$ cat src/rtl/bnssf_pkg.sv
// Shared types, constants and glyph table for the seven-segment formatter.
`default_nettype none
package bnssf_pkg;

	typedef enum logic [1:0] {
		RANGE_OK   = 2'd0,
		RANGE_HIGH = 2'd1,
		RANGE_LOW  = 2'd2
	} range_t;

	typedef struct packed {
		range_t rng;
		logic   neg;
		logic   whole;
	} ctrl_t;

	localparam logic signed [15:0] HIGH_LIMIT  = 16'sd19995;
	localparam logic signed [15:0] LOW_LIMIT   = -16'sd995;
	localparam logic signed [15:0] POINT_HIGH  = 16'sd1999;
	localparam logic signed [15:0] POINT_LOW   = -16'sd99;
	localparam logic [15:0]        ROUND_HALF  = 16'd5;

	localparam logic [15:0] DIV10_RECIP = 16'd52429;
	localparam int          DIV10_SHIFT = 19;
	localparam logic [7:0]  DIV10_SMALL = 8'd205;
	localparam int          SMALL_SHIFT = 11;

	localparam logic [10:0] MAX_MAG = 11'd2000;

	localparam logic [7:0] GLYPH_H      = 8'h67;
	localparam logic [7:0] GLYPH_I      = 8'h40;
	localparam logic [7:0] GLYPH_L      = 8'hE0;
	localparam logic [7:0] GLYPH_O      = 8'hC6;
	localparam logic [7:0] GLYPH_ZERO   = 8'hF5;
	localparam logic [7:0] POINT_BIT    = 8'h08;
	localparam logic [7:0] MINUS_BIT    = 8'h02;
	localparam logic [7:0] THOUSAND_BIT = 8'h08;

	function automatic logic [7:0] digit_glyph(input logic [3:0] digit);
		logic [7:0] g;
		case (digit)
			4'd0: g = 8'hF5;
			4'd1: g = 8'h05;
			4'd2: g = 8'hD3;
			4'd3: g = 8'h97;
			4'd4: g = 8'h27;
			4'd5: g = 8'hB6;
			4'd6: g = 8'hF6;
			4'd7: g = 8'h15;
			4'd8: g = 8'hF7;
			4'd9: g = 8'hB7;
			default: g = 8'h00;
		endcase
		return g;
	endfunction

endpackage
`default_nettype wire

$ cat src/rtl/big_number_seven_segment_format.sv
// Top level: four-stage pipeline that formats a value in tenths for a 3-digit display.
//
// Input channel: item_valid / item_stall carry value_tenths (signed tenths)
// and symbol_code. Output channel: result_valid / result_stall carry seg_low,
// seg_mid, seg_high, symbol_bits and range_flag, one result per item.
// An item moves on at an edge where its valid is high and its stall is low.
// An accepted item passes through the stage 1 to stage 4 registers, the last
// of which drives the outputs; throughput is one item per cycle while
// result_stall is low. Stage 1 classifies the value and forms the rounded
// magnitude, stage 2 divides whole values by ten with a reciprocal multiply,
// stage 3 takes the tens quotient with a second multiply, stage 4 splits the
// digits, looks up the glyphs and holds the result in the output register.
// Reset clears all stage valid bits; the payload registers are not reset.
// When the receiver stalls, the result holds and each stage keeps its item
// until the stage after it frees up; item_stall rises only once stage 1 is
// occupied and cannot move on.
`default_nettype none
module big_number_seven_segment_format (
	input  wire logic        clk,
	input  wire logic        arst_n,
	input  wire logic        item_valid,
	output logic             item_stall,
	input  wire logic [15:0] value_tenths,
	input  wire logic [2:0]  symbol_code,
	output logic             result_valid,
	input  wire logic        result_stall,
	output logic      [7:0]  seg_low,
	output logic      [7:0]  seg_mid,
	output logic      [7:0]  seg_high,
	output logic      [2:0]  symbol_bits,
	output logic      [1:0]  range_flag
);
	import bnssf_pkg::*;

	logic en_s1, en_s2, en_s3, en_s4;
	logic valid_s1, valid_s2, valid_s3, valid_s4;

	logic signed [15:0] v;
	logic [15:0] absv;
	logic [15:0] adj;
	ctrl_t       ctrl_in;

	logic [14:0] a_s1;
	ctrl_t       ctrl_s1;
	logic [2:0]  sym_s1;

	logic [30:0] prod_s2;
	logic [10:0] mag_in_s2;
	logic [10:0] mag_s2;
	ctrl_t       ctrl_s2;
	logic [2:0]  sym_s2;

	logic [26:0] prod_s3;
	logic [10:0] mag_s3;
	logic [7:0]  q1_s3;
	ctrl_t       ctrl_s3;
	logic [2:0]  sym_s3;

	logic [7:0]  enc_low, enc_mid, enc_high;
	logic [7:0]  seg_low_s4, seg_mid_s4, seg_high_s4;
	logic [2:0]  sym_s4;
	range_t      rng_s4;

	assign en_s4 = !valid_s4 || !result_stall;
	assign en_s3 = !valid_s3 || en_s4;
	assign en_s2 = !valid_s2 || en_s3;
	assign en_s1 = !valid_s1 || en_s2;
	assign item_stall = !en_s1;

	assign v    = value_tenths;
	assign absv = v[15] ? (~value_tenths + 16'd1) : value_tenths;

	always_comb begin
		ctrl_in.neg   = v[15];
		ctrl_in.whole = (v > POINT_HIGH) || (v < POINT_LOW);
		if (v > HIGH_LIMIT) begin
			ctrl_in.rng = RANGE_HIGH;
		end else if (v < LOW_LIMIT) begin
			ctrl_in.rng = RANGE_LOW;
		end else begin
			ctrl_in.rng = RANGE_OK;
		end
		adj = ctrl_in.whole ? (absv + ROUND_HALF) : absv;
	end

	assign prod_s2   = 31'(a_s1) * 31'(DIV10_RECIP);
	assign mag_in_s2 = ctrl_s1.whole ? prod_s2[DIV10_SHIFT +: 11] : a_s1[10:0];
	assign prod_s3   = 27'(mag_s2) * 27'(DIV10_RECIP);

	bnssf_encode u_encode (
		.ctrl     (ctrl_s3),
		.mag      (mag_s3),
		.q1       (q1_s3),
		.seg_low  (enc_low),
		.seg_mid  (enc_mid),
		.seg_high (enc_high)
	);

	always_ff @(posedge clk or negedge arst_n) begin
		if (!arst_n) begin
			valid_s1 <= 1'b0;
			valid_s2 <= 1'b0;
			valid_s3 <= 1'b0;
			valid_s4 <= 1'b0;
		end else begin
			if (en_s1) begin
				valid_s1 <= item_valid;
			end
			if (en_s2) begin
				valid_s2 <= valid_s1;
			end
			if (en_s3) begin
				valid_s3 <= valid_s2;
			end
			if (en_s4) begin
				valid_s4 <= valid_s3;
			end
		end
	end

	always_ff @(posedge clk) begin
		if (en_s1) begin
			a_s1    <= adj[14:0];
			ctrl_s1 <= ctrl_in;
			sym_s1  <= symbol_code;
		end
		if (en_s2) begin
			mag_s2  <= mag_in_s2;
			ctrl_s2 <= ctrl_s1;
			sym_s2  <= sym_s1;
		end
		if (en_s3) begin
			mag_s3  <= mag_s2;
			q1_s3   <= prod_s3[DIV10_SHIFT +: 8];
			ctrl_s3 <= ctrl_s2;
			sym_s3  <= sym_s2;
		end
		if (en_s4) begin
			seg_low_s4  <= enc_low;
			seg_mid_s4  <= enc_mid;
			seg_high_s4 <= enc_high;
			sym_s4      <= sym_s3;
			rng_s4      <= ctrl_s3.rng;
		end
	end

	assign result_valid = valid_s4;
	assign seg_low      = seg_low_s4;
	assign seg_mid      = seg_mid_s4;
	assign seg_high     = seg_high_s4;
	assign symbol_bits  = sym_s4;
	assign range_flag   = rng_s4;

	a_stall_full: assert property (@(posedge clk) disable iff (!arst_n)
		item_stall |-> (valid_s1 && valid_s2 && valid_s3 && valid_s4 && result_stall))
		else $error("input stalled with room in the pipeline");

	a_mag_bound: assert property (@(posedge clk) disable iff (!arst_n)
		(valid_s2 && ctrl_s2.rng == RANGE_OK) |-> (mag_s2 <= MAX_MAG))
		else $error("magnitude out of display range");

	a_div_exact: assert property (@(posedge clk) disable iff (!arst_n)
		(valid_s3 && ctrl_s3.rng == RANGE_OK) |->
		((12'(q1_s3) * 12'd10 <= 12'(mag_s3)) && (12'(mag_s3) < 12'(q1_s3) * 12'd10 + 12'd10)))
		else $error("tens quotient wrong");

	a_high_glyph: assert property (@(posedge clk) disable iff (!arst_n)
		(result_valid && range_flag == RANGE_HIGH) |->
		(seg_high == GLYPH_H && seg_mid == GLYPH_I && seg_low == 8'h00))
		else $error("too-high display wrong");

	a_advance: assert property (@(posedge clk) disable iff (!arst_n)
		(valid_s3 && en_s4) |=> valid_s4)
		else $error("item lost between stage 3 and output");

endmodule
`default_nettype wire

$ cat src/rtl/bnssf_encode.sv
// Digit split and segment byte assembly for the last pipeline stage.
`default_nettype none
module bnssf_encode (
	input  var bnssf_pkg::ctrl_t ctrl,
	input  wire logic [10:0]     mag,
	input  wire logic [7:0]      q1,
	output logic      [7:0]      seg_low,
	output logic      [7:0]      seg_mid,
	output logic      [7:0]      seg_high
);
	import bnssf_pkg::*;

	logic [15:0] q2_prod;
	logic [4:0]  q2;
	logic [10:0] ones_full;
	logic [7:0]  tens_full;
	logic [3:0]  ones;
	logic [3:0]  tens;
	logic [3:0]  hund;

	assign q2_prod   = 16'(q1) * 16'(DIV10_SMALL);
	assign q2        = q2_prod[SMALL_SHIFT +: 5];
	assign ones_full = mag - 11'(q1) * 11'd10;
	assign tens_full = q1 - 8'(q2) * 8'd10;
	assign ones      = ones_full[3:0];
	assign tens      = tens_full[3:0];

	always_comb begin
		if (q2 >= 5'd20) begin
			hund = 4'(q2 - 5'd20);
		end else if (q2 >= 5'd10) begin
			hund = 4'(q2 - 5'd10);
		end else begin
			hund = q2[3:0];
		end
	end

	always_comb begin
		seg_low  = 8'h00;
		seg_mid  = 8'h00;
		seg_high = 8'h00;
		unique case (ctrl.rng)
			RANGE_HIGH: begin
				seg_mid  = GLYPH_I;
				seg_high = GLYPH_H;
			end
			RANGE_LOW: begin
				seg_mid  = GLYPH_O;
				seg_high = GLYPH_L;
			end
			default: begin
				seg_low = digit_glyph(ones);
				seg_mid = ctrl.whole ? 8'h00 : POINT_BIT;
				if (mag > 11'd9) begin
					seg_mid = seg_mid | digit_glyph(tens);
				end else begin
					seg_mid = seg_mid | GLYPH_ZERO;
				end
				if (ctrl.neg) begin
					seg_high = seg_high | MINUS_BIT;
				end
				if (mag > 11'd999) begin
					seg_high = seg_high | THOUSAND_BIT;
				end
				if (mag > 11'd99) begin
					seg_high = seg_high | digit_glyph(hund);
				end
			end
		endcase
	end

endmodule
`default_nettype wire
$ cat config.mk
export PLATFORM = sky130hd
export DESIGN_NAME = big_number_seven_segment_format
export DESIGN_NICKNAME = d
export VERILOG_FILES = /design/src/rtl/bnssf_pkg.sv /design/src/rtl/big_number_seven_segment_format.sv /design/src/rtl/bnssf_encode.sv
export SDC_FILE = /design/constraint.sdc
export NUM_CORES = 1
export LEC_CHECK = 0
export BUFFER_PORTS_ARGS = -buffer_cell sky130_fd_sc_hd__buf_2
export CAP_MARGIN = 30
export CORE_ASPECT_RATIO = 1.2
export CORE_MARGIN = 8
export CORE_UTILIZATION = 45
export CTS_CLUSTER_DIAMETER = 120
export DETAILED_ROUTE_END_ITERATION = 7
export HOLD_SLACK_MARGIN = 0.12
export PLACE_DENSITY = 0.58
export SETUP_SLACK_MARGIN = 0.5
export SLEW_MARGIN = 40
export SYNTH_ARGS = -nofsm -noshare
export SYNTH_HDL_FRONTEND = slang
export SYNTH_SLANG_ARGS = --single-unit
$ cat constraint.sdc
create_clock -name clk -period 10.9 [get_ports clk]
set_input_delay 2.725 -clock clk [delete_from_list [all_inputs] [get_ports clk]]
set_output_delay 2.725 -clock clk [all_outputs]
set_load 0.01 [all_outputs]
==> results of run 1 <==
-- final cells by class --
class,instances,area [um2]
flip-flops and latches,98,2920
inverters,235,882
clock inverters,7,72.6
well taps,335,419
clock buffers,9,225
multi-input cells,774,8070
repair buffers,53,268
fillers,2482,13300
-- registers in the layout (all words and copies together), names as in the netlist, 4 cells and up --
register	count
a_s1	15
ctrl_s3	4
q1_s3	8
mag_s3	11
seg_low	7
seg_mid	8
seg_high	8
ctrl_s1	4
mag_s2	11
ctrl_s2	4
-- cell usage in the layout, fill, tap and decap left out, types with 17 or more instances in the layout --
cell and n:
xnor2_1 37, nand2_1 43, inv_1 233, nand3_1 17
o21ai_0 21, ha_1 247, xor2_1 18, edfxtp_1 94
nor2_1 41, fa_1 109, buf_2 52, a21oi_1 38
-- per-stage QoR --
step           hold slack, ns  utilization  area [um2]  instances
4_1_cts                 0.425        0.491       12800       1511
5_1_grt                 0.427        0.491       12900       1511
2_1_floorplan           0.400            -       11900       1120
6_report                0.423        0.491       12900       1511
3_3_place_gp            0.402        0.479       12500       1495
3_5_place_dp            0.406        0.479       12600       1495
-- worst paths after layout --
path	start	end	slack (ns)	cells past startpoint
worst max-delay path	result_stall	item_stall	4.35	5
worst max register to register	a_s1[9]	mag_s2[8]	4.71	19
min in group asynchronous	arst_n	valid_s3	2.17	1
worst min-delay path	sym_s2[1]	sym_s3[1]	0.42	0
max in group asynchronous	arst_n	result_valid	8.61	1
worst min register to register	sym_s2[1]	sym_s3[1]	0.42	0
-- logic make-up (layout without fill, tap and decap cells) --
family,after synthesis,in the layout,synth area share
mux,17,17,0.0152
other cells,1,1,0.000315
buf+inv,248,304,0.0792
compound gates,153,153,0.0920
fa+ha+maj,356,356,0.442
simple gates,190,190,0.0815
flops,98,98,0.245
xor+xnor,57,57,0.0443
-- routing by layer --
| layer | GRT usage | vias to the layer above | wire length (um) |
|---|---|---|---|
| li1 | - | 3924 | - |
| met1 | 0.179 | 3762 | 9710 |
| met2 | 0.294 | 79 | 12900 |
| met3 | 0.0230 | 20 | 476 |
| met4 | 0.0324 | 0 | 376 |
| met5 | 0 | - | 0 |
-- worst max-delay path, cell delays in order --
cell and delay (ns):
buf_2 0.08, and3_1 0.24, nand3_2 0.48, inv_1 0.15
buf_2 0.15
==> impl_metrics.json, run 1 <==
{
  "crit_required_ns": 8.18,
  "route.detailed.drc": 0,
  "hold_buffers": 0,
  "avgRoutedWirePerCell_um": 15.6,
  "io_pins": 54,
  "finalHoldViolations": 0,
  "cts.reportedPaths.clkPinSlew_ns": 0.07,
  "start_util": 0.455,
  "ys_types": 76,
  "endpoint_kind": "primary output",
  "core_um2": 26200,
  "final_antenna_net_count": 0,
  "postCtsResizedCells": 0,
  "post-place-ws_ns": 4.34,
  "die_h_um": 194,
  "drtPass1Iterations": 4,
  "wirelength_mm": 23.5,
  "hold_path.class": "reg -> reg",
  "synth.most_common_cell": "ha_1",
  "cp.arrival_ns": 3.82,
  "critPathMaxFanout": 24,
  "rsz0062_at_grt": "no",
  "antenna_found_initial": 0,
  "syn_area_per_cell_um2": 10.6,
  "drive_gt1_frac": 0.0842,
  "area.growth.synth_to_final_pct": 7.85,
  "outcome": "finished, final reports clean",
  "yosysSeqAreaShare": 0.245,
  "relSlewSlack": 0.572,
  "post-route-period-util": 0.601,
  "clock_path_buffers": 2,
  "fmax_mhz": 153,
  "vias": 7785,
  "path_class": "in -> out",
  "rows": 65,
  "synth-main-ff-cell": "edfxtp_1",
  "finalNetCount": 1550,
  "dieWidth_um": 165,
  "via_per_inst": 5.15,
  "dp_hpwl_mm": 20.6,
  "root_buffer": "clkbuf_16",
  "netlist_instances": 1120,
  "insertion_delay_ns": 0.35,
  "grt_max_degree": 30,
  "syn-num-nets": 1499,
  "grt_pass1_vias": 8343,
  "synth.top_cells.by_count": "247 x ha_1, 234 x inv_1, 109 x fa_1",
  "finalSetupTns_ns": 0,
  "netlist_area_um2": 11900,
  "drtIter0Drc": 208,
  "synth_top_area_cell": "ha_1",
  "drv_slew": 0,
  "cts_sinks": 98,
  "drv_cap": 0,
  "grt.total_usage": 0.156,
  "n_antenna_cell": 0,
  "fin_skew_ns": 0.00639,
  "synth_area_leaders": "ha_1 26%, edfxtp_1 24%, fa_1 18%, inv_1 7.4%, xnor2_1 2.7%",
  "tightestPinTransition_ns": 0.642,
  "yosys_warnings": 0,
  "grt_overflow": 0,
  "startpoint_type": "input port",
  "yosysTopAreaCellShare": 0.259,
  "cts_tree": "done",
  "grt_pass1_wl_mm": 40.2,
  "setup_viol": 0,
  "htree_levels": 3,
  "io_buffers": 52,
  "synth-edff-count": 94,
  "ys_async_sr_fraction": 0.0408,
  "period_needed_ns": 6.55,
  "finalWorstSetupSlack_ns": 4.35,
  "place.gp.congestion": 0.868,
  "design.die.area_um2": 32000,
  "ys_ff_latch": 98,
  "cts_setup_buffers": 0,
  "cts_buffers": 9
}
Power of run 1 is not shown: default switching activity piles up to over one toggle a cycle in this logic, so the estimate is an artifact.
==> run 2, diff against run 1 <==
--- a/config.mk
+++ b/config.mk
@@ -13,7 +13,7 @@
 export CTS_CLUSTER_DIAMETER = 120
 export DETAILED_ROUTE_END_ITERATION = 7
 export HOLD_SLACK_MARGIN = 0.12
-export PLACE_DENSITY = 0.58
+export PLACE_DENSITY = 0.61
 export SETUP_SLACK_MARGIN = 0.5
 export SLEW_MARGIN = 40
 export SYNTH_ARGS = -nofsm -noshare
==> constraint.sdc (replaced) <==
create_clock -name clk -period 5.8 [get_ports clk]
set_input_delay 1.45 -clock clk [delete_from_list [all_inputs] [get_ports clk]]
set_output_delay 1.45 -clock clk [all_outputs]
set_load 0.01 [all_outputs]
==> impl_metrics.json, run 2 (same netlist as run 1, synthesis figures left out) <==
{
  "outcome": "finished, final reports clean",
  "tightestPinTransition_ns": 0.686,
  "top_register": "a_s1",
  "fmax_mhz": 181,
  "die_h_um": 194,
  "critPathMaxFanout": 4,
  "endpoint_kind": "flop",
  "grt_max_degree": 30,
  "antenna_found_initial": 0,
  "hold_buffers": 0,
  "start_util": 0.455,
  "cts_sinks": 98,
  "design.die.area_um2": 32000,
  "clock_path_buffers": 2,
  "hold_path.class": "reg -> reg",
  "final_antenna_net_count": 0,
  "relSlewSlack": 0.542,
  "via_per_inst": 5.18,
  "io_buffers": 52,
  "cp.arrival_ns": 5.64,
  "top_regs": "a_s1: 15 flops, mag_s2: 11 flops, mag_s3: 11 flops",
  "period_needed_ns": 5.54,
  "vias": 8162,
  "grt_pass1_wl_mm": 41.5,
  "setup_viol": 0,
  "dp_hpwl_mm": 21.2,
  "drtIter0Drc": 257,
  "wirelength_mm": 25.0,
  "fin_skew_ns": 0.00504,
  "cts.reportedPaths.clkPinSlew_ns": 0.07,
  "finalHoldViolations": 0,
  "drtPass1Iterations": 4,
  "drive_gt1_frac": 0.207,
  "rows": 65,
  "grt.total_usage": 0.161,
  "grt_overflow": 0,
  "root_buffer": "clkbuf_16",
  "avgRoutedWirePerCell_um": 15.9,
  "startpoint_type": "flop",
  "largest_reg_flops": 15,
  "htree_levels": 3,
  "grt_pass1_vias": 8756,
  "whs_ns": 0.419,
  "cts_buffers": 9,
  "core_um2": 26200,
  "final_cell_mix": "222 x ha_1, 220 x inv_1, 99 x fa_1",
  "path_class": "reg -> reg",
  "rsz0062_at_grt": "yes",
  "insertion_delay_ns": 0.35,
  "route.detailed.drc": 0,
  "area.growth.synth_to_final_pct": 17.2,
  "place.gp.congestion": 0.908,
  "crit_required_ns": 5.90,
  "drv_cap": 0,
  "io_pins": 54,
  "final_common_cell": "ha_1",
  "dieWidth_um": 165,
  "drv_slew": 0,
  "post-route-period-util": 0.955,
  "n_antenna_cell": 0,
  "cts_tree": "done",
  "finalNetCount": 1615
}
[run 2: cell count changes in the layout (fill, tap and decap cells not counted), moves of 10 or more]
cell	previous run	this run
a21oi_1	38	26
a21oi_2	0	10
buf_4	1	60
fa_1	109	99
fa_2	0	10
ha_1	247	222
ha_4	0	21
inv_1	233	220
inv_2	2	15
[run 2: critical path, cell delays in order, from the launching register on]
cell and delay (ns):
edfxtp_1 0.46, ha_4 0.31, inv_2 0.04, fa_2 0.56, inv_2 0.05, fa_1 0.49, inv_2 0.04, fa_1 0.49
fa_2 0.56, inv_2 0.04, fa_2 0.52, ha_2 0.27, nand4_1 0.13, inv_1 0.07, a221oi_2 0.28, a21boi_2 0.12
a41o_1 0.24, a21o_1 0.19, a211o_1 0.26, a22o_1 0.17
[run 2: final timing paths]
kind	start	endpoint	slack [ns]	cells past startpoint
min in group asynchronous	arst_n	valid_s3	0.90	1
min	ctrl_s1[2]	ctrl_s2[2]	0.42	0
max reg2reg	a_s1[10]	mag_s2[8]	0.26	19
max in group asynchronous	arst_n	valid_s2	4.77	1
min reg2reg	ctrl_s1[2]	ctrl_s2[2]	0.42	0
max	a_s1[10]	mag_s2[8]	0.26	19
[run 2: repair_timing]
item,CTS,global route
pin swaps,17,42
gates resized for setup,33,78
buffers inserted,27,24
setup endpoints to repair,28,28
[run 2: per-layer routing]
layer / up-vias / wire [um] / GRT usage
li1: 4035 / - / -
met3: 38 / 471 / 0.0182
met4: 0 / 596 / 0.0455
met5: - / 0 / 0
met2: 94 / 14100 / 0.314
met1: 3995 / 9880 / 0.175
[run 2: cell type report]
cell class / count / area, um2
Fill cell: 2321 / 12200
Tap cell: 335 / 419
Multi-Input combinational cell: 774 / 8670
Clock buffer: 10 / 229
Inverter: 235 / 882
Timing Repair Buffer: 118 / 778
Sequential cell: 98 / 2920
Clock inverter: 6 / 73.8
[run 2: through the flow]
step | instances | setup WS [ns] | util | setup TNS [ns] | instance area [um2]
floorplan | 1120 | 0.440 | - | 0 | 12000
global route | 1576 | 0.0973 | 0.534 | 0 | 14000
global placement | 1509 | -0.0365 | 0.485 | -0.0898 | 12700
detailed placement | 1509 | -0.0428 | 0.485 | -0.139 | 12700
CTS | 1552 | 0.190 | 0.511 | 0 | 13400
finish | 1576 | 0.260 | 0.534 | 0 | 14000
Power of run 2 is left out for the same reason.
==> run 3, diff against run 2 <==
--- a/config.mk
+++ b/config.mk
@@ -10,6 +10,7 @@
 export CORE_ASPECT_RATIO = 1.2
 export CORE_MARGIN = 8
 export CORE_UTILIZATION = 45
+export CTS_BUF_LIST = sky130_fd_sc_hd__clkbuf_4
 export CTS_CLUSTER_DIAMETER = 120
 export DETAILED_ROUTE_END_ITERATION = 7
 export HOLD_SLACK_MARGIN = 0.12
==> constraint.sdc (replaced) <==
create_clock -name clk -period 5.8 [get_ports clk]
set_input_delay 0.29 -clock clk [delete_from_list [all_inputs] [get_ports clk]]
set_output_delay 0.29 -clock clk [all_outputs]
set_load 0.01 [all_outputs]
==> impl_metrics.json, run 3 (same netlist as run 1, synthesis figures left out) <==
{
  "outcome": "finished, final reports clean",
  "io_pins": 54,
  "drtIter0Drc": 348,
  "final_antenna_net_count": 0,
  "cts_tree": "done",
  "critical-path-top-delay-family": "adder cells",
  "path_class": "reg -> reg",
  "antenna_found_initial": 0,
  "start_util": 0.455,
  "root_buffer": "clkbuf_4",
  "drv_cap": 0,
  "grt_max_degree": 30,
  "cp.arrival_ns": 5.79,
  "drv_slew": 0,
  "endpoint_kind": "flop",
  "post-route-period-util": 0.958,
  "fmax_mhz": 180,
  "io_buffers": 52,
  "final_common_cell": "inv_1",
  "tightestPinTransition_ns": 0.675,
  "drive_gt1_frac": 0.214,
  "grt_overflow": 0,
  "dieWidth_um": 165,
  "finalHoldViolations": 0,
  "final_cell_mix": "222 x inv_1, 221 x ha_1, 101 x fa_1",
  "fin_skew_ns": 0.0166,
  "finalNetCount": 1629,
  "place.gp.congestion": 0.909,
  "cp_num_buf_inv": 4,
  "hold_path.class": "in -> reg",
  "grt.total_usage": 0.162,
  "crit_required_ns": 6.03,
  "core_um2": 26200,
  "n_antenna_cell": 0,
  "cts.reportedPaths.clkPinSlew_ns": 0.14,
  "vias": 8196,
  "grt_pass1_wl_mm": 41.9,
  "critPathMaxFanout": 4,
  "period_needed_ns": 5.56,
  "avgRoutedWirePerCell_um": 16.1,
  "startpoint_type": "flop",
  "grt_pass1_vias": 8803,
  "rows": 65,
  "cp_slowest_cell": "fa_2",
  "htree_levels": 3,
  "insertion_delay_ns": 0.47,
  "top_register": "a_s1",
  "setup_viol": 0,
  "path_common_cell": "inv_2",
  "design.die.area_um2": 32000,
  "cts_buffers": 9,
  "drtPass1Iterations": 4,
  "area.growth.synth_to_final_pct": 17.0,
  "critical_path.max_stage_delay_ns": 0.57,
  "post-place-ws_ns": -0.0363,
  "relSlewSlack": 0.550,
  "die_h_um": 194,
  "rsz0062_at_grt": "yes",
  "cp_cell_sequence": "ha_4 -> inv_2 -> fa_2 -> inv_2 -> fa_1 -> inv_2 -> fa_1 -> fa_2 -> inv_2 -> fa_2 -> ha_4 -> a21o_1 -> a21o_1 -> a221oi_2 -> a21boi_2 -> a41o_1 -> a21o_1 -> a211o_1 -> a22o_1",
  "route.detailed.drc": 0,
  "dp_hpwl_mm": 21.1,
  "wirelength_mm": 25.7,
  "cts_sinks": 98,
  "largest_reg_flops": 15,
  "finalWorstSetupSlack_ns": 0.244,
  "clock_path_buffers": 2,
  "top_regs": "a_s1: 15 flops, mag_s2: 11 flops, mag_s3: 11 flops",
  "via_per_inst": 5.15
}
[run 3: worst register-to-register path, delay by kind of cell (launching register included)]
family	cells	cell delay (ns)
buffers and inverters	4	0.17
DFF	1	0.49
AOI/OAI and AO/OA	8	1.63
adders and majority gates	7	3.04
[run 3: worst paths after layout]
| path | endpoint | cells after the start | from | slack [ns] |
|---|---|---|---|---|
| min in group asynchronous | valid_s3 | 3 | arst_n | 0.71 |
| max | mag_s2[8] | 19 | a_s1[10] | 0.24 |
| max in group asynchronous | valid_s1 | 3 | arst_n | 4.91 |
| max reg2reg | mag_s2[8] | 19 | a_s1[10] | 0.24 |
| min reg2reg | sym_s3[2] | 0 | sym_s2[2] | 0.43 |
| min | a_s1[14] | 2 | value_tenths[14] | 0.16 |
[run 3: per-stage QoR]
| stage | cells | hold WS [ns] | utilization | TNS [ns] | instance area, um2 |
|---|---|---|---|---|---|
| 5_1_grt | 1590 | 0.124 | 0.533 | 0 | 13900 |
| 2_1_floorplan | 1120 | -0.00559 | - | 0 | 12000 |
| 4_1_cts | 1569 | 0.124 | 0.512 | 0 | 13400 |
| 3_5_place_dp | 1508 | 0.103 | 0.485 | -0.0675 | 12700 |
| 3_3_place_gp | 1508 | 0.0997 | 0.485 | -0.0877 | 12700 |
| 6_report | 1590 | 0.164 | 0.533 | 0 | 13900 |
[run 3: area by class of cell]
type,count,area [um2]
clock buffers,10,75.1
fillers,2339,12200
repair buffers,132,887
flip-flops and latches,98,2920
clock inverters,6,72.6
inverters,235,882
well taps,335,419
multi-input cells,774,8690
[run 3: what timing repair did]
item,CTS,global route
pin swaps,22,49
endpoints found under the hold margin,8,0
gates resized for setup,38,71
setup buffers,39,21
endpoints found under the setup margin,28,29
hold buffers,6,0
[run 3: per-layer routing]
metal / vias to the layer above / track usage / part of all wire
met5: - / 0 / 0
met4: 0 / 0.0441 / 0.023
met3: 35 / 0.0216 / 0.017
met2: 95 / 0.314 / 0.57
met1: 4005 / 0.178 / 0.39
li1: 4061 / - / -
Power of run 3 is left out for the same reason.
